`src/hw/rtl/rdcps_pkg.sv`:
```
// rdcps_pkg: types, codes and lookup tables for the rx duty-cycle power saver
// used by rdcps_cfg, rdcps_step and rx_duty_cycle_power_saver_unit
// no dependencies
package rdcps_pkg;

  localparam int unsigned LEVEL_W   = 3;
  localparam int unsigned TIME_W    = 32;
  localparam int unsigned APB_W     = 32;
  localparam int unsigned PADDR_W   = 3;
  localparam logic [LEVEL_W-1:0] LEVEL_RESET = 3'd1;

  // register index, taken from paddr[2]
  localparam logic REG_SAVE_LEVEL = 1'b0;

  typedef enum logic [1:0] {
    PH_INACTIVE = 2'd0,
    PH_RX_ON    = 2'd1,
    PH_RX_OFF   = 2'd2
  } phase_t;

  typedef enum logic [1:0] {
    PWR_NONE = 2'd0,
    PWR_UP   = 2'd1,
    PWR_DOWN = 2'd2
  } pwr_cmd_t;

  typedef enum logic [1:0] {
    CLK_NONE = 2'd0,
    CLK_ECO  = 2'd1,
    CLK_RUN  = 2'd2
  } clk_cmd_t;

  localparam logic FUNC_POLL  = 1'b0;
  localparam logic FUNC_FORCE = 1'b1;

  typedef struct packed {
    logic              func;
    logic [TIME_W-1:0] now_ms;
    logic [1:0]        new_state;
    logic              has_signal;
    logic              user_event;
    logic              other_busy;
    logic              hotspot_mode;
    logic              audio_busy;
  } in_item_t;

  typedef struct packed {
    logic       rx_on;
    logic [1:0] phase;
    logic [1:0] rx_power_cmd;
    logic       include_codec_chip;
    logic [1:0] clock_cmd;
    logic       postpone_rssi;
  } out_item_t;

  // level state handed from the register block to the step logic
  typedef struct packed {
    logic [LEVEL_W-1:0] level;
    logic               pend_exit;
    logic [LEVEL_W-1:0] pend_level;
  } lvl_state_t;

  // sequencer state
  typedef struct packed {
    phase_t            phase;
    logic [TIME_W-1:0] deadline;
    logic              codec_off;
  } seq_state_t;

  // idle time before saving: (12 - 2*min(level,4)) seconds
  function automatic logic [13:0] idle_ms(input logic [LEVEL_W-1:0] lvl);
    logic [13:0] r;
    case (lvl)
      3'd0:    r = 14'd12000;
      3'd1:    r = 14'd10000;
      3'd2:    r = 14'd8000;
      3'd3:    r = 14'd6000;
      default: r = 14'd4000;
    endcase
    return r;
  endfunction

  // receiver on time: 130 - 10*level
  function automatic logic [7:0] on_ms(input logic [LEVEL_W-1:0] lvl);
    logic [7:0] r;
    case (lvl)
      3'd0:    r = 8'd130;
      3'd1:    r = 8'd120;
      3'd2:    r = 8'd110;
      3'd3:    r = 8'd100;
      3'd4:    r = 8'd90;
      3'd5:    r = 8'd80;
      3'd6:    r = 8'd70;
      default: r = 8'd60;
    endcase
    return r;
  endfunction

  // receiver off time: on time shifted left by level-1 (level 0 never used)
  function automatic logic [11:0] off_ms(input logic [LEVEL_W-1:0] lvl);
    logic [11:0] r;
    case (lvl)
      3'd1:    r = 12'd120;
      3'd2:    r = 12'd220;
      3'd3:    r = 12'd400;
      3'd4:    r = 12'd720;
      3'd5:    r = 12'd1280;
      3'd6:    r = 12'd2240;
      3'd7:    r = 12'd3840;
      default: r = 12'd0;
    endcase
    return r;
  endfunction

endpackage

```
`src/hw/rtl/rdcps_cfg.sv`:
```
// rdcps_cfg: apb register block holding save_level and the pending
// level-zero exit; depends on rdcps_pkg
module rdcps_cfg
  import rdcps_pkg::*;
(
  input  logic               clk,
  input  logic               rst_n,
  input  logic               psel,
  input  logic               penable,
  input  logic               pwrite,
  input  logic [PADDR_W-1:0] paddr,
  input  logic [APB_W-1:0]   pwdata,
  output logic [APB_W-1:0]   prdata,
  output logic               pready,
  input  phase_t             phase,
  input  logic               step_go,
  output lvl_state_t         lvl_st
);

  logic [LEVEL_W-1:0] level_r, level_nxt;
  logic               pend_r, pend_nxt;
  logic [LEVEL_W-1:0] pend_lvl_r, pend_lvl_nxt;
  logic               wr_en;
  logic [LEVEL_W-1:0] wr_val;

  assign pready = 1'b1;
  assign wr_en  = psel && penable && pwrite && (paddr[2] == REG_SAVE_LEVEL);
  assign wr_val = pwdata[LEVEL_W-1:0];

  always_comb begin
    level_nxt    = level_r;
    pend_nxt     = pend_r;
    pend_lvl_nxt = pend_lvl_r;
    if (step_go) begin
      pend_nxt = 1'b0;
    end
    if (wr_en && (wr_val != level_r)) begin
      level_nxt = wr_val;
      // dropping to level zero mid-save: return to inactive on next transaction
      if ((wr_val == '0) && !pend_r && (phase != PH_INACTIVE)) begin
        pend_nxt     = 1'b1;
        pend_lvl_nxt = level_r;
      end
    end
  end

  always_ff @(posedge clk) begin
    if (!rst_n) begin
      level_r    <= LEVEL_RESET;
      pend_r     <= 1'b0;
      pend_lvl_r <= '0;
    end else begin
      level_r    <= level_nxt;
      pend_r     <= pend_nxt;
      pend_lvl_r <= pend_lvl_nxt;
    end
  end

  always_comb begin
    prdata = '0;
    if (paddr[2] == REG_SAVE_LEVEL) begin
      prdata[LEVEL_W-1:0] = level_r;
    end
  end

  assign lvl_st.level      = level_r;
  assign lvl_st.pend_exit  = pend_r;
  assign lvl_st.pend_level = pend_lvl_r;

endmodule

```
`src/hw/rtl/rdcps_step.sv`:
```
// rdcps_step: combinational next-state and command logic for one poll or
// force transaction; depends on rdcps_pkg
module rdcps_step
  import rdcps_pkg::*;
(
  input  in_item_t   item,
  input  seq_state_t cur,
  input  lvl_state_t lvl_st,
  output seq_state_t nxt,
  output out_item_t  res
);

  phase_t             ph;
  phase_t             tgt;
  logic [TIME_W-1:0]  dl;
  logic               cod;
  pwr_cmd_t           rcmd;
  logic               rcodec;
  clk_cmd_t           ccmd;
  logic               rssi;
  logic               act;
  logic [LEVEL_W-1:0] lvl;
  logic [TIME_W-1:0]  now;

  assign act = item.has_signal || item.user_event || item.other_busy;
  assign lvl = lvl_st.level;
  assign now = item.now_ms;
  assign tgt = phase_t'(item.new_state);

  always_comb begin
    ph     = cur.phase;
    dl     = cur.deadline;
    cod    = cur.codec_off;
    rcmd   = PWR_NONE;
    rcodec = 1'b0;
    ccmd   = CLK_NONE;
    rssi   = 1'b0;

    // pending exit after level dropped to zero, with the old level
    if (lvl_st.pend_exit && (ph != PH_INACTIVE)) begin
      if (ph == PH_RX_OFF) begin
        rcmd   = PWR_UP;
        rcodec = cod;
        cod    = 1'b0;
      end
      ph = PH_INACTIVE;
      if (lvl_st.pend_level > 3'd1) begin
        ccmd = CLK_RUN;
      end
      dl = now + TIME_W'(idle_ms(lvl_st.pend_level));
    end

    if (item.func == FUNC_FORCE) begin
      if ((item.new_state <= PH_RX_OFF) && (tgt != ph)) begin
        if (ph == PH_RX_OFF) begin
          rcmd   = PWR_UP;
          rcodec = cod;
          cod    = 1'b0;
        end
        ph = tgt;
        if (tgt == PH_INACTIVE) begin
          if (lvl > 3'd1) begin
            ccmd = CLK_RUN;
          end
          dl = now + TIME_W'(idle_ms(lvl));
        end
      end
    end else if (!item.hotspot_mode || (ph != PH_INACTIVE)) begin
      if (act) begin
        if (ph != PH_INACTIVE) begin
          if (ph == PH_RX_OFF) begin
            rcmd   = PWR_UP;
            rcodec = cod;
            cod    = 1'b0;
          end
          if (lvl > 3'd1) begin
            ccmd = CLK_RUN;
          end
          ph = PH_INACTIVE;
        end
        dl = now + TIME_W'(idle_ms(lvl));
      end else if ((now >= dl) && (lvl != '0) && !item.audio_busy) begin
        unique case (ph)
          PH_INACTIVE: begin
            dl = now + TIME_W'(idle_ms(lvl));
            if (lvl > 3'd1) begin
              ccmd = CLK_ECO;
            end
            ph = PH_RX_ON;
          end
          PH_RX_ON: begin
            rcmd   = PWR_DOWN;
            rcodec = (lvl > 3'd1);
            cod    = rcodec;
            dl     = now + TIME_W'(off_ms(lvl));
            ph     = PH_RX_OFF;
          end
          default: begin
            rcmd   = PWR_UP;
            rcodec = cod;
            cod    = 1'b0;
            dl     = now + TIME_W'(on_ms(lvl));
            rssi   = 1'b1;
            ph     = PH_RX_ON;
          end
        endcase
      end
    end
  end

  assign nxt.phase     = ph;
  assign nxt.deadline  = dl;
  assign nxt.codec_off = cod;

  assign res.rx_on              = (ph != PH_RX_OFF);
  assign res.phase              = ph;
  assign res.rx_power_cmd       = rcmd;
  assign res.include_codec_chip = (rcmd != PWR_NONE) && rcodec;
  assign res.clock_cmd          = ccmd;
  assign res.postpone_rssi      = rssi;

endmodule

```
`src/hw/rtl/rx_duty_cycle_power_saver_unit.sv`:
```
// rx_duty_cycle_power_saver_unit: top level of the receiver power-save sequencer
// holds input register, sequencer state and result register; instantiates
// rdcps_cfg and rdcps_step; depends on rdcps_pkg
//
//   channel  | ports                              | direction | payload
//   ---------+------------------------------------+-----------+------------
//   input    | in_valid, in_stall, in_data        | into unit | in_item_t
//   result   | out_valid, out_stall, out_data     | out unit  | out_item_t
//   config   | psel, penable, pwrite, paddr, ...  | apb slave | save_level
//
// one result transaction per input transaction, one transaction per cycle sustained while out_stall is low
// the accepted item is loaded into the input register, then passes through the single-pass
// step logic into the result register once that register is free or being drained
// the phase/deadline registers close the only loop; they update once per item
// synchronous active-low reset: phase inactive, deadline zero, codec powered,
//   save_level 1; no clearing pass
// out_stall holds the result register; the input register keeps accepting while
//   the result register is empty or being drained
module rx_duty_cycle_power_saver_unit
  import rdcps_pkg::*;
(
  input  logic               clk,
  input  logic               rst_n,
  // input channel
  input  logic               in_valid,
  output logic               in_stall,
  input  in_item_t           in_data,
  // result channel
  output logic               out_valid,
  input  logic               out_stall,
  output out_item_t          out_data,
  // configuration port
  input  logic               psel,
  input  logic               penable,
  input  logic               pwrite,
  input  logic [PADDR_W-1:0] paddr,
  input  logic [APB_W-1:0]   pwdata,
  output logic [APB_W-1:0]   prdata,
  output logic               pready
);

  // input register
  logic       in_valid_r, in_valid_nxt;
  in_item_t   in_data_r;
  // result register
  logic       out_valid_r, out_valid_nxt;
  out_item_t  out_data_r;
  // sequencer state
  seq_state_t state_r;
  seq_state_t state_nxt;
  out_item_t  step_res;
  lvl_state_t lvl_st;
  logic       in_take;
  logic       step_go;

  // step fires when the input register holds an item and the result register is free or being taken this cycle
  assign step_go  = in_valid_r && (!out_valid_r || !out_stall);
  assign in_stall = in_valid_r && !step_go;
  assign in_take  = in_valid && !in_stall;

  rdcps_cfg u_cfg (
    .clk     (clk),
    .rst_n   (rst_n),
    .psel    (psel),
    .penable (penable),
    .pwrite  (pwrite),
    .paddr   (paddr),
    .pwdata  (pwdata),
    .prdata  (prdata),
    .pready  (pready),
    .phase   (state_r.phase),
    .step_go (step_go),
    .lvl_st  (lvl_st)
  );

  rdcps_step u_step (
    .item   (in_data_r),
    .cur    (state_r),
    .lvl_st (lvl_st),
    .nxt    (state_nxt),
    .res    (step_res)
  );

  always_comb begin
    in_valid_nxt = in_valid_r;
    if (in_take) begin
      in_valid_nxt = 1'b1;
    end else if (step_go) begin
      in_valid_nxt = 1'b0;
    end
  end

  always_comb begin
    out_valid_nxt = out_valid_r;
    if (step_go) begin
      out_valid_nxt = 1'b1;
    end else if (!out_stall) begin
      out_valid_nxt = 1'b0;
    end
  end

  // control state
  always_ff @(posedge clk) begin
    if (!rst_n) begin
      in_valid_r         <= 1'b0;
      out_valid_r        <= 1'b0;
      state_r.phase      <= PH_INACTIVE;
      state_r.deadline   <= '0;
      state_r.codec_off  <= 1'b0;
    end else begin
      in_valid_r  <= in_valid_nxt;
      out_valid_r <= out_valid_nxt;
      if (step_go) begin
        state_r <= state_nxt;
      end
    end
  end

  // payload registers
  always_ff @(posedge clk) begin
    if (in_take) begin
      in_data_r <= in_data;
    end
    if (step_go) begin
      out_data_r <= step_res;
    end
  end

  assign out_valid = out_valid_r;
  assign out_data  = out_data_r;

  // rx_on always agrees with the reported phase
  a_rx_on_phase: assert property (@(posedge clk) disable iff (!rst_n)
    out_valid_r |-> (out_data_r.rx_on == (out_data_r.phase != PH_RX_OFF)))
    else $error("rx_on disagrees with phase");

  // power down only ever lands in the rx-off phase
  a_down_off: assert property (@(posedge clk) disable iff (!rst_n)
    (out_valid_r && (out_data_r.rx_power_cmd == PWR_DOWN)) |->
      (out_data_r.phase == PH_RX_OFF))
    else $error("power down without rx-off phase");

  // rssi postponement comes only with a power up
  a_rssi_up: assert property (@(posedge clk) disable iff (!rst_n)
    (out_valid_r && out_data_r.postpone_rssi) |-> (out_data_r.rx_power_cmd == PWR_UP))
    else $error("rssi postponed without power up");

  // codec flag only rides on a power command
  a_codec_cmd: assert property (@(posedge clk) disable iff (!rst_n)
    (out_valid_r && out_data_r.include_codec_chip) |->
      (out_data_r.rx_power_cmd != PWR_NONE))
    else $error("codec flag without power command");

  // an empty result register never backs up the input side
  a_no_stall_empty: assert property (@(posedge clk) disable iff (!rst_n)
    !out_valid_r |-> !in_stall)
    else $error("input stalled with empty result register");

endmodule

```
`config.mk`:
```
export PLATFORM = sky130hd
export DESIGN_NAME = rx_duty_cycle_power_saver_unit
export DESIGN_NICKNAME = d
export VERILOG_FILES = /design/src/hw/rtl/rdcps_pkg.sv /design/src/hw/rtl/rdcps_cfg.sv /design/src/hw/rtl/rdcps_step.sv /design/src/hw/rtl/rx_duty_cycle_power_saver_unit.sv
export SDC_FILE = /design/constraint.sdc
export NUM_CORES = 1
export LEC_CHECK = 0
export BUFFER_PORTS_ARGS = -buffer_cell sky130_fd_sc_hd__buf_4
export CORE_UTILIZATION = 45
export DETAILED_ROUTE_END_ITERATION = 16
export PLACE_DENSITY = 0.66
export SKIP_LAST_GASP = 1
export SYNTH_ARGS = -nofsm -noshare
export SYNTH_HDL_FRONTEND = slang
export SYNTH_SLANG_ARGS = --single-unit
```
`constraint.sdc`:
```
create_clock -name clk -period 5.8 [get_ports clk]
set_clock_uncertainty 0.15 [all_clocks]
set_input_delay 0.58 -clock clk [delete_from_list [all_inputs] [get_ports clk]]
set_output_delay 0.58 -clock clk [all_outputs]
set_load 0.1 [all_outputs]
```
# == Word level (Yosys, flattened, before mapping) ==
# Cells that the tools add are included.
# word_totals
reg_bits,93
latch_bits,0
ramBits,0
romBits,0
input_bits,82
output_inout_bits,44
wordCells,183
n_memories,0
# classes
addsub,6
multipliers,0
div,0
n_lt_le_gt_ge,4
n_eq_ne,17
n_shift,0
muxes,93
n_bitwise,3
n_reduce_logical,38
# op_table
op,n
2-to-1 mux 32 bit,7
2-to-1 mux 14 bit,12
adder 32 x 14 -> 32 bit,4
one-hot mux 14 bit (4 select lines),2
one-hot mux 12 bit (7 select lines),1
one-hot mux 32 bit (2 select lines),1
2-to-1 mux 12 bit,5
2-to-1 mux 2 bit,28
one-hot mux 8 bit (7 select lines),1
2-to-1 mux 8 bit,5
adder 32 x 12 -> 32 bit,1
adder 32 x 8 -> 32 bit,1
>= comparator 32 bit,1
2-to-1 mux 1 bit,27
logical AND 1 bit,14
"equality test 3 x 2 -> 1 bit, second input constant",4
"equality test 3 bit, second input constant",4
zero test 3 bit,3
nonzero test 2 bit,4
zero test 1 bit,7
"equality test 3 x 1 -> 1 bit, second input constant",2
"> comparator 3 x 1 -> 1 bit, second input constant",2
"equality test 2 bit, second input constant",2
zero test 2 bit,2
other kinds (15),21

# == Depth between registers and ports, before layout ==
# Gate-level depths: netlist of run 1.
# logic_depth
ltp_word,18
depth_mapped,22
mapped_depth_nobuf,20

# == Modules after synthesis ==
# Synthesis of run 1 repeated with hierarchy kept, for this count alone.
# hier_totals
cells_unflattened,1084
area_unflattened_um2,8737.1
# modules_own_cells
mod,n_inst,cells_each,area_per_inst_um2,seq_area_each_um2
rdcps_step,1,806,5149.9,0.0
rx_duty_cycle_power_saver_unit,1,209,2977.9,2212.1
rdcps_cfg,1,69,609.3,140.1

# == Worst setup path before layout of run 1 ==
# Ideal clock, no wire load.
# synth_path
path_kind,reg2reg
start,register u_cfg.pend_lvl_r[0]
end,"register out_data_r, in the netlist out_data[2], data pin"
setup_time_ns,0.270
arrival_ns,4.220
required_ns,5.380
setup_slack_ns,1.160
stages_incl_launch_ff,21
path_buffers,1
period_less_slack_ns,4.640
cell_sequence,dfxtp_1 -> nor2b_1 -> ha_1 -> inv_1 -> fa_1 -> nor2b_1 -> o31ai_1 -> a211oi_1 -> nor2_1 -> xnor2_1 -> mux2i_1 -> ha_1 -> nand2_1 -> nor4_1 -> o2111ai_1 -> a31oi_1 -> o21ai_1 -> buf_2 -> a211o_1 -> a221oi_1 -> a21oi_1
# synth_rtl
element,line,text
from (decl),rdcps_cfg.sv:22,"logic [LEVEL_W-1:0] pend_lvl_r, pend_lvl_nxt;"
from (signal assigned),rdcps_cfg.sv:55,pend_lvl_r <= pend_lvl_nxt;
to (signal assigned),rx_duty_cycle_power_saver_unit.sv:125,out_data_r <= step_res;
to (decl),rx_duty_cycle_power_saver_unit.sv:47,out_item_t out_data_r;

# == Worst setup path after layout of run 1 ==
# layout_path
start,register u_cfg.pend_lvl_r[0]
end,register state_r[18] (netlist name)
# layout_between
elab_chain_cells,12
elab_cells_between_ends,17
classes_between,add/sub: 1; order compare: 1; eq/ne: 3; mux: 9; reduce/logical: 3
# layout_rtl
element,line,text
equality test 3 x 2 -> 1 bit (tied with other cells),rdcps_pkg.sv:73,case (lvl)
one-hot mux 14 bit (4 select lines) *,rdcps_pkg.sv:73,
2-to-1 mux 14 bit *,rdcps_step.sv:40,if (lvl_st.pend_exit && (ph != PH_INACTIVE)) begin
adder 32 x 14 -> 32 bit *,rdcps_step.sv:50,dl = now + TIME_W'(idle_ms(lvl_st.pend_level));
2-to-1 mux 32 bit *,rdcps_step.sv:40,
>= comparator 32 bit,rdcps_step.sv:82,end else if ((now >= dl) && (lvl != '0) && !item.audio_busy) begin
logical AND 1 bit (2 in series),rdcps_step.sv:82,
2-to-1 mux 32 bit,rdcps_step.sv:82,
2-to-1 mux 32 bit,rdcps_step.sv:69,if (act) begin
2-to-1 mux 32 bit,rdcps_step.sv:68,end else if (!item.hotspot_mode || (ph != PH_INACTIVE)) begin
2-to-1 mux 32 bit *,rdcps_step.sv:53,if (item.func == FUNC_FORCE) begin
to (signal assigned),rx_duty_cycle_power_saver_unit.sv:114,state_r <= state_nxt;
to (decl),rx_duty_cycle_power_saver_unit.sv:49,seq_state_t state_r;
# Every way passes the cells marked *; elsewhere a longest branch is shown, timed or not. The select of a mux whose other input is x is not followed.
# A chain may end at the register's enable or synchronous reset.

==> results of run 1 <==
[worst max-delay path, delay by kind of cell, from the launching register on]
kind	cells	cell delay [ns]
buffers and inverters	4	0.55
and+or+nand+nor	7	1.48
AOI/OAI and AO/OA	8	1.75
adders and majority gates	3	0.87
DFF	1	0.39
[where the power goes]
group | internal, uW | total (uW) | switching, uW
Clock | 332 | 607 | 275
Sequential | 732 | 782 | 49.6
Combinational | 198 | 595 | 397
Total | 1260 | 1980 | 722
[how the worst min path moves through the flow]
stage / startpoint / to / slack, ns / cells past startpoint
global placement: state_r[1] / state_r[1] / 0.30 / 2
CTS: in_data[2] / in_data_r[2] / 0.24 / 1
finish: in_data[2] / in_data_r[2] / 0.24 / 1
global route: in_data[3] / in_data_r[3] / 0.24 / 1
floorplan: state_r[3] / state_r[3] / 0.28 / 1
detailed placement: state_r[1] / state_r[1] / 0.30 / 2
[what timing repair did]
item | 4_1_cts | 5_1_grt
buffers inserted | 0 | 1
resized for setup | 0 | 3
hold endpoints to repair | 0 | 0
endpoints found under the setup margin | 0 | 9
[cells by family after synthesis]
family | after synthesis
AND/OR/NAND/NOR | 361
AO/OA/AOI/OAI | 336
buffers and inverters | 131
flip-flops | 93
XOR/XNOR | 65
adder cells (fa/ha/maj) | 62
multiplexers | 29
other | 2
[flip-flops by register name, summed over array words and instances (netlist names)]
name              cells
in_data_r            40
state_r              35
out_data              9
u_cfg.level_r         3
u_cfg.pend_lvl_r      3
in_valid_r            1
out_valid             1
u_cfg.pend_r          1
[cell usage after synthesis, drive strengths merged (19+ instances only)]
master / instances
clkbuf: 46
nand2: 102
xnor2: 40
xor2: 25
dfxtp: 44
a31oi: 24
nor2b: 19
nand3: 28
nor2: 83
mux2i: 27
ha: 59
nor3: 24
a21oi: 93
edfxtp: 49
buf: 50
o21ai: 74
inv: 34
[metrics by stage]
step	total power, uW	cell area, um2	setup slack (ns)	instances	util, %
floorplan	1230	8760	1.16	1107	-
CTS	1970	9520	0.276	1350	50.7
finish	1980	9540	0.513	1351	50.8
detailed placement	1380	9240	0.316	1334	49.2
global route	2070	9540	0.0631	1351	50.8
global placement	1370	9240	0.408	1334	49.2
[final cells by class]
class                           instances  area [um2]  area share (%)
Clock buffer                           11         233            2.44
Clock inverter                          5        51.3           0.538
Inverter                               35         131            1.38
Multi-Input combinational cell        883        5790            60.7
Sequential cell                        93        2350            24.7
Tap cell                              234         293            3.07
Timing Repair Buffer                   90         688            7.21
[metal layers]
layer	share of wire (%)	track usage [%]	up-vias
met2	45	43.5	394
met3	8.6	5.13	52
met5	0	0	-
met1	44	37.2	4036
li1	-	-	4002
met4	2.5	9.27	0
==> impl_metrics.ini, run 1 <==
[grt]
grt_max_degree = 44
grt_pass1_vias = 7640
grt_pass1_wl_um = 41800
antenna_found_initial = 1
grt_use_total_pct = 27.4
grt-ovfl-total = 0

[layout]
layout.nets = 1256
final_common_cell = nand2_1
num_antenna_cells = 0
drive_above_1_share_pct = 11.9
areaGrowthSynthToFinish_pct = 10.3
nFillCells = 1858
final_cell_mix = 102 x nand2_1, 91 x a21oi_1, 89 x buf_4

[clocking]
ctsHtreeMaxLevel = 3
cts_root_buffer = clkbuf_16
clock_latency_ns = 0.36
cts_buffer_depth = 2
clk_pin_slew_ns = 0.07
cts_tree = yes
numCtsBuffers = 9
ctsHoldBuffers = 0
clock_sinks = 93

[min_path]
hold_path.class = in -> reg

[synthesis]
ys_seq_area_share_pct = 27.2
synth_edf_count = 49
synth_top_area_cell = edfxtp_1
synth_seq_cells = 93
syn_avg_cell_area_um2 = 8.02
yosysWarnings = 0
synth_cell_types = 82
synth_top_area_share_pct = 17.0
synth_top_family_by_area = compound AO/OA/AOI/OAI gates
synthTopCellsByArea = edfxtp_1 17%, dfxtp_1 10%, ha_1 8.5%
synth_compound_area_share_pct = 25.4
netlist_area_mm2 = 0.00865
synth_xor_area_share_pct = 6.58
async_flop_share_pct = 0
synth_ff_type = edfxtp_1
synth-simple-area-share_pct = 20.6
muxShareOfSynthArea_pct = 3.38
netlist_instances = 1079
synthAdderAreaFrac_pct = 9.22

[worst_setup_path]
r2r-end = state_r[18]
worst_path_max_delay_cell = dfxtp_1
worstPathRequired_ns = 5.93
cp_max_fo = 10
cp-start-kind = register
startpoint = u_cfg.pend_lvl_r[0]
endpoint = state_r[18]
ff2ff_setup_slack_ns = 0.51
cp_slowest_stage_delay_ns = 0.39
critical_path_arrival_ns = 5.42
reg2regPathDepth = 22
path_class = reg -> reg
crit_path_end_kind = register
cp_cell_sequence = nor2b_1, ha_1, inv_1, fa_1, nor2b_1, o31ai_1, a21oi_2, or3_1, o22ai_1, a21oi_1, inv_1, ha_1, nand2_1, o21ai_0, a221oi_1, nand4_1, o21ai_1, buf_4, nor2_1, buf_4, or3_1, a31oi_1
r2r-start = u_cfg.pend_lvl_r[0]

[drt]
avgViaCountPerCell = 6.28
firstDrtPassIters = 5
post_drt_wl_per_cell_um = 20.0
drt_iter0_markers = 818
postRouteAntennaNets = 0
drc = 0
vias = 8484
wl_um = 27000

[die]
start_util_pct = 46.1
die_area_mm2 = 0.0198
io_pins = 126
core_area_mm2 = 0.0188
rows = 50
chipWidth_um = 141
die_h_um = 141

[timing]
fmax_mhz = 189
rsz0062_at_grt = false
drv_slew = 0
min_period_ns = 5.29
tightest_slew_ns = 1.03
finalSetupViolations = 0
whs_ns = 0.238
timing.slew.headroom_pct = 31.3
finalSetupTns_ns = 0
hold_viol_final = 0
min_period_over_period_pct = 91.2

[placement]
place.gp.congestion = 0.932
place_hpwl_um = 19200
port_buffers = 64

[flow_run]
cap_violations = 0

[outcome]
outcome = finished, final reports clean

[power]
irDropWorstVdd_mv = 0.144
power_density_mw_per_mm2 = 208
leakage_uw = 0.00369
Power figures use the tool's default switching activity.
==> run 2, diff against run 1 <==
- CTS_BUF_LIST: not set -> sky130_fd_sc_hd__clkbuf_16
==> run 2 against run 1 <==
  * Core utilization did not move
  * Critical endpoint is now out_data[2]
  * Setup slack got worse by 0.00065 ns
  * Highest routed layer unchanged
  * Largest cell class unchanged
  * First-iteration DRC count did not move
  * Register-to-register slack barely moved
==> impl_metrics.ini, run 2 (synthesized netlist as in run 1, its figures left out) <==
[timing]
drv_slew = 0
tightest_slew_ns = 1.04
rsz0062_at_grt = false
min_period_over_period_pct = 91.2
fmax_mhz = 189
finalSetupViolations = 0
timing.slew.headroom_pct = 30.6
hold_viol_final = 0
fin_ws_ns = 0.512
min_period_ns = 5.29
finalSetupTns_ns = 0

[clocking]
ctsHoldBuffers = 0
clock_sinks = 93
numCtsBuffers = 9
cts_root_buffer = clkbuf_16
clk_pin_slew_ns = 0.07
cts_tree = yes
ctsHtreeMaxLevel = 3
cts_buffer_depth = 2
clock_latency_ns = 0.36

[placement]
dp_slack_ns = 0.316
place.gp.congestion = 0.932
place_area_mm2 = 0.00924
place_hpwl_um = 19200
port_buffers = 64

[worst_setup_path]
worstPathRequired_ns = 5.74
path_class = reg -> reg
crit_path_end_kind = register
cp-start-kind = register
cp_max_fo = 22
critical_path_arrival_ns = 5.23

[drt]
drt_iter0_markers = 818
firstDrtPassIters = 6
wl_um = 27000
avgViaCountPerCell = 6.27
postRouteAntennaNets = 0
post_drt_wl_per_cell_um = 20.0
drc = 0
vias = 8477

[layout]
final_util_pct = 50.8
final_cell_mix = 102 x nand2_1, 91 x a21oi_1, 89 x buf_4
final_common_cell = nand2_1
regMostFlops = in_data_r
nFillCells = 1858
areaGrowthSynthToFinish_pct = 10.3
num_antenna_cells = 0
finalInstanceArea_mm2 = 0.00954
drive_above_1_share_pct = 11.9
layout.nets = 1256
largest_reg_flops = 40

[die]
rows = 50
core_area_mm2 = 0.0188
start_util_pct = 46.1
die_area_mm2 = 0.0198
die_h_um = 141
chipWidth_um = 141
io_pins = 126

[power]
power_density_mw_per_mm2 = 207
finalPower_uw = 1980
leakage_uw = 0.00370
irDropWorstVdd_mv = 0.141

[grt]
grt_use_total_pct = 27.4
grt_pass1_vias = 7640
antenna_found_initial = 1
grt_pass1_wl_um = 41800
grt-ovfl-total = 0
grt_max_degree = 44

[outcome]
outcome = finished, final reports clean

[min_path]
hold_path.class = in -> reg

[flow_run]
cap_violations = 0
[run 2: cell types whose count changed in the layout (fill, tap and decap cells not counted)]
cell,change
clkbuf_1,-2
inv_1,+2
[run 2: final timing paths]
path | start | end | slack [ns] | cells past startpoint
worst min-delay path | in_data[19] | in_data_r[19] | 0.24 | 1
worst max register to register | u_cfg.pend_lvl_r[0] | out_data[2] | 0.51 | 21
worst max-delay path | u_cfg.pend_lvl_r[0] | out_data[2] | 0.51 | 21
worst min register to register | state_r[1] | state_r[1] | 0.31 | 2
[run 2: layout make-up]
type | count | area, um2 | share of cell area [%]
Multi-Input combinational cell | 883 | 5790 | 60.7
Sequential cell | 93 | 2350 | 24.7
Clock inverter | 7 | 58.8 | 0.616
Timing Repair Buffer | 90 | 688 | 7.21
Clock buffer | 9 | 225 | 2.36
Inverter | 35 | 131 | 1.38
Tap cell | 234 | 293 | 3.07
[run 2: metal layers]
layer,track usage (%),share of wire [%],up-vias
met5,0,0,-
met4,9.27,2.3,0
met3,5.13,8.5,59
met2,43.5,45,396
met1,37.2,44,4024
li1,-,-,3998
[run 2: report_power, final]
group	total, uW	switching, uW	internal (uW)
sequential	782	49.6	732
clock	600	271	329
combinational	595	397	198
total	1980	718	1260
[run 2: timing repair]
item / CTS / global route
setup buffers: 0 / 1
setup endpoints to repair: 0 / 9
gates resized for setup: 0 / 3
[run 2: worst max-delay path, stage by stage (launching register included)]
cell and delay (ns):
dfxtp_1 0.39, nor2b_1 0.26, ha_1 0.22, inv_1 0.06
fa_1 0.37, nor2b_1 0.27, o31ai_1 0.16, a21oi_2 0.33
o2111ai_1 0.20, xor2_1 0.18, nand2_1 0.09, o21ai_0 0.08
ha_1 0.32, nand4_1 0.17, nor4_2 0.38, nand2_1 0.12
a31oi_1 0.28, o21ai_1 0.17, buf_12 0.20, a211o_1 0.27
a221oi_1 0.28, a21oi_1 0.07
[run 2: stage by stage]
stage,hold WS [ns],cells
floorplan,0.282,1107
global placement,0.297,1334
detailed placement,0.304,1334
CTS,0.237,1350
global route,0.235,1351
finish,0.243,1351
==> run 3, diff against run 2 <==
- ABC_AREA: not set -> 1
==> run 3 against run 2 <==
  * Hold slack worse by 0.014 ns
  * Cell count up 32%
  * Sequential cell count unchanged
  * Power up 8.5%
  * Synthesized cell count up 37%
  * Critical path type unchanged
  * Highest routed layer unchanged
==> impl_metrics.ini, run 3 <==
[power]
power_density_mw_per_mm2 = 207
seqPwrFrac_pct = 36.2
p_int_uw = 1260
power_frac_clock_pct = 29.7
switchingPower_uw = 889
switching_share_pct = 41.5
leakage_uw = 0.00487
irDropWorstVdd_mv = 0.184
p_comb_share_pct = 34.1

[synthesis]
netlist_area_mm2 = 0.00948
syn_avg_cell_area_um2 = 6.41
synth_top_area_cell = edfxtp_1
synth_edf_count = 49
ys_seq_area_share_pct = 24.8
synth_most_common_cell = nand2_1
synthTopCellsByArea = edfxtp_1 16%, nand2_1 15%, dfxtp_1 9.3%
async_flop_share_pct = 0
yosysWarnings = 0
synth_cell_types = 53
synth_top_area_share_pct = 15.5
netlist_instances = 1479
synth_ff_type = edfxtp_1
synth_seq_cells = 93
synth_common_cells = 384 x nand2_1, 152 x nand3_1, 151 x inv_1

[placement]
dp_slack_ns = 0.829
place_hpwl_um = 22800
place_area_mm2 = 0.0100
port_buffers = 64
place.gp.congestion = 0.977

[clocking]
ctsHtreeMaxLevel = 3
cts_resized = 0
cts_tree = yes
clk_pin_slew_ns = 0.09
postCtsSetupRepairBufs = 0
cts_buffer_depth = 2
cts_root_buffer = clkbuf_16
clock_sinks = 93
numCtsBuffers = 9
clock_latency_ns = 0.37
ctsHoldBuffers = 0

[timing]
rsz0062_at_grt = false
hold_viol_final = 0
min_period_over_period_pct = 90.0
finalSetupViolations = 0
timing.slew.headroom_pct = 34.3
fin_ws_ns = 0.578
fmax_mhz = 192
min_period_ns = 5.22
drv_slew = 0
whs_ns = 0.229
tightest_slew_ns = 0.983
finalSetupTns_ns = 0

[drt]
avgViaCountPerCell = 5.65
wl_met1_um = 14300
post_drt_wl_per_cell_um = 18.3
wl_met2_um = 14500
wl_met3_um = 2640
drc = 0
postRouteAntennaNets = 0
drt_iter0_markers = 905
dr.max_layer_used = met4
vias = 10100
wl_um = 32700
firstDrtPassIters = 6

[layout]
largest_reg_flops = 40
areaGrowthSynthToFinish_pct = 9.15
layout.nets = 1658
num_antenna_cells = 0
regMostFlops = in_data_r
finalInstanceArea_mm2 = 0.0103
final_cell_mix = 384 x nand2_1, 152 x nand3_1, 150 x inv_1
final_common_cell = nand2_1
nFillCells = 2161
drive_above_1_share_pct = 10.1

[die]
start_util_pct = 46.4
core_area_mm2 = 0.0204
chipWidth_um = 147
io_pins = 126
die_area_mm2 = 0.0216
die_h_um = 147
rows = 52

[worst_setup_path]
worst_path_max_delay_cell = dfxtp_1
critical_path_arrival_ns = 5.38
cp_max_fo = 25
ff2ff_setup_slack_ns = 0.58
reg2regPathDepth = 29
path_class = reg -> reg
crit_top_cell = nand2_1
r2r-end = state_r[18]
crit_path_end_kind = register
cp_slowest_stage_delay_ns = 0.38
cp-start-kind = register
r2r-start = u_cfg.pend_lvl_r[1]
worstPathRequired_ns = 5.96

[min_path]
hold_path.class = in -> reg
min_to = in_data_r[14]
worstHoldStart = in_data[14]
whs_path_depth = 1

[grt]
grt-ovfl-total = 0
grt_use_total_pct = 30.3
grt_max_degree = 48
antenna_found_initial = 0
grt_pass1_wl_um = 50500
grt_pass1_vias = 9161

[outcome]
outcome = finished, final reports clean

[flow_run]
cap_violations = 0
-- run 3: cell types whose count changed after synthesis, sizes merged, moves of 15 or more --
cell    delta
a21oi     +40
a31oi     -17
and3      -16
clkbuf    -21
inv      +131
mux2i     -23
nand2    +292
nand3    +127
nand4     +15
nor2      +41
nor2b     -19
o21ai     +45
or3       -15
xnor2     -34
-- run 3: power by group through the flow --
stage	combinational (uW)	sequential, uW	clock, uW
after global placement	709	790	0
after CTS	719	776	649
final	732	777	636
after detailed placement	716	790	0
after global routing	802	782	663
after floorplan	534	798	0
-- run 3: logic make-up after synthesis --
group,synth area share [%]
xor gates and xnor gates,2.59
buffers and inverters,12.0
muxes,0.462
adders and majority gates,8.42
other,0.0792
and+or+nand+nor,35.1
AOI/OAI and AO/OA,16.6
DFF,24.8
-- run 3: critical path: cells and delay by family, from the launching register on --
| family | cells | cell delay (ns) |
|---|---|---|
| AO/OA/AOI/OAI | 5 | 1.04 |
| XOR/XNOR | 1 | 0.16 |
| adder cells (fa/ha/maj) | 2 | 0.59 |
| buffers and inverters | 3 | 0.39 |
| flip-flops | 1 | 0.38 |
| multiplexers | 1 | 0.30 |
| AND/OR/NAND/NOR | 17 | 2.13 |
-- run 3: cell type report --
cell class	count	area [um2]	share of cell area, %
flip-flops and latches	93	2350	22.7
clock inverters	7	77.6	0.750
repair buffers	80	613	5.93
multi-input cells	1162	6110	59.0
clock buffers	9	225	2.18
well taps	270	338	3.27
inverters	168	633	6.12
-- run 3: metrics by stage --
stage / std cells / util, % / power, uW
3_3_place_gp: 1773 / 49.2 / 1500
3_5_place_dp: 1773 / 49.2 / 1510
6_report: 1789 / 50.6 / 2150
4_1_cts: 1789 / 50.6 / 2140
2_1_floorplan: 1507 / - / 1330
5_1_grt: 1789 / 50.6 / 2250
-- run 3: worst max-delay path by stage --
stage	from	to	slack (ns)
detailed placement	u_cfg.pend_lvl_r[0]	state_r[13]	0.83
CTS	u_cfg.pend_lvl_r[0]	state_r[18]	0.80
finish	u_cfg.pend_lvl_r[1]	state_r[18]	0.58
floorplan	u_cfg.pend_lvl_r[0]	state_r[20]	1.86
global route	u_cfg.pend_lvl_r[0]	state_r[18]	0.28
global placement	u_cfg.pend_lvl_r[0]	state_r[18]	0.92
-- run 3: metal layers --
layer  vias up  global-route usage, %
li1       4964                      -
met1      4589                   40.5
met2       478                   48.5
met3        84                   4.38
met4         0                   12.8
met5         -                      0
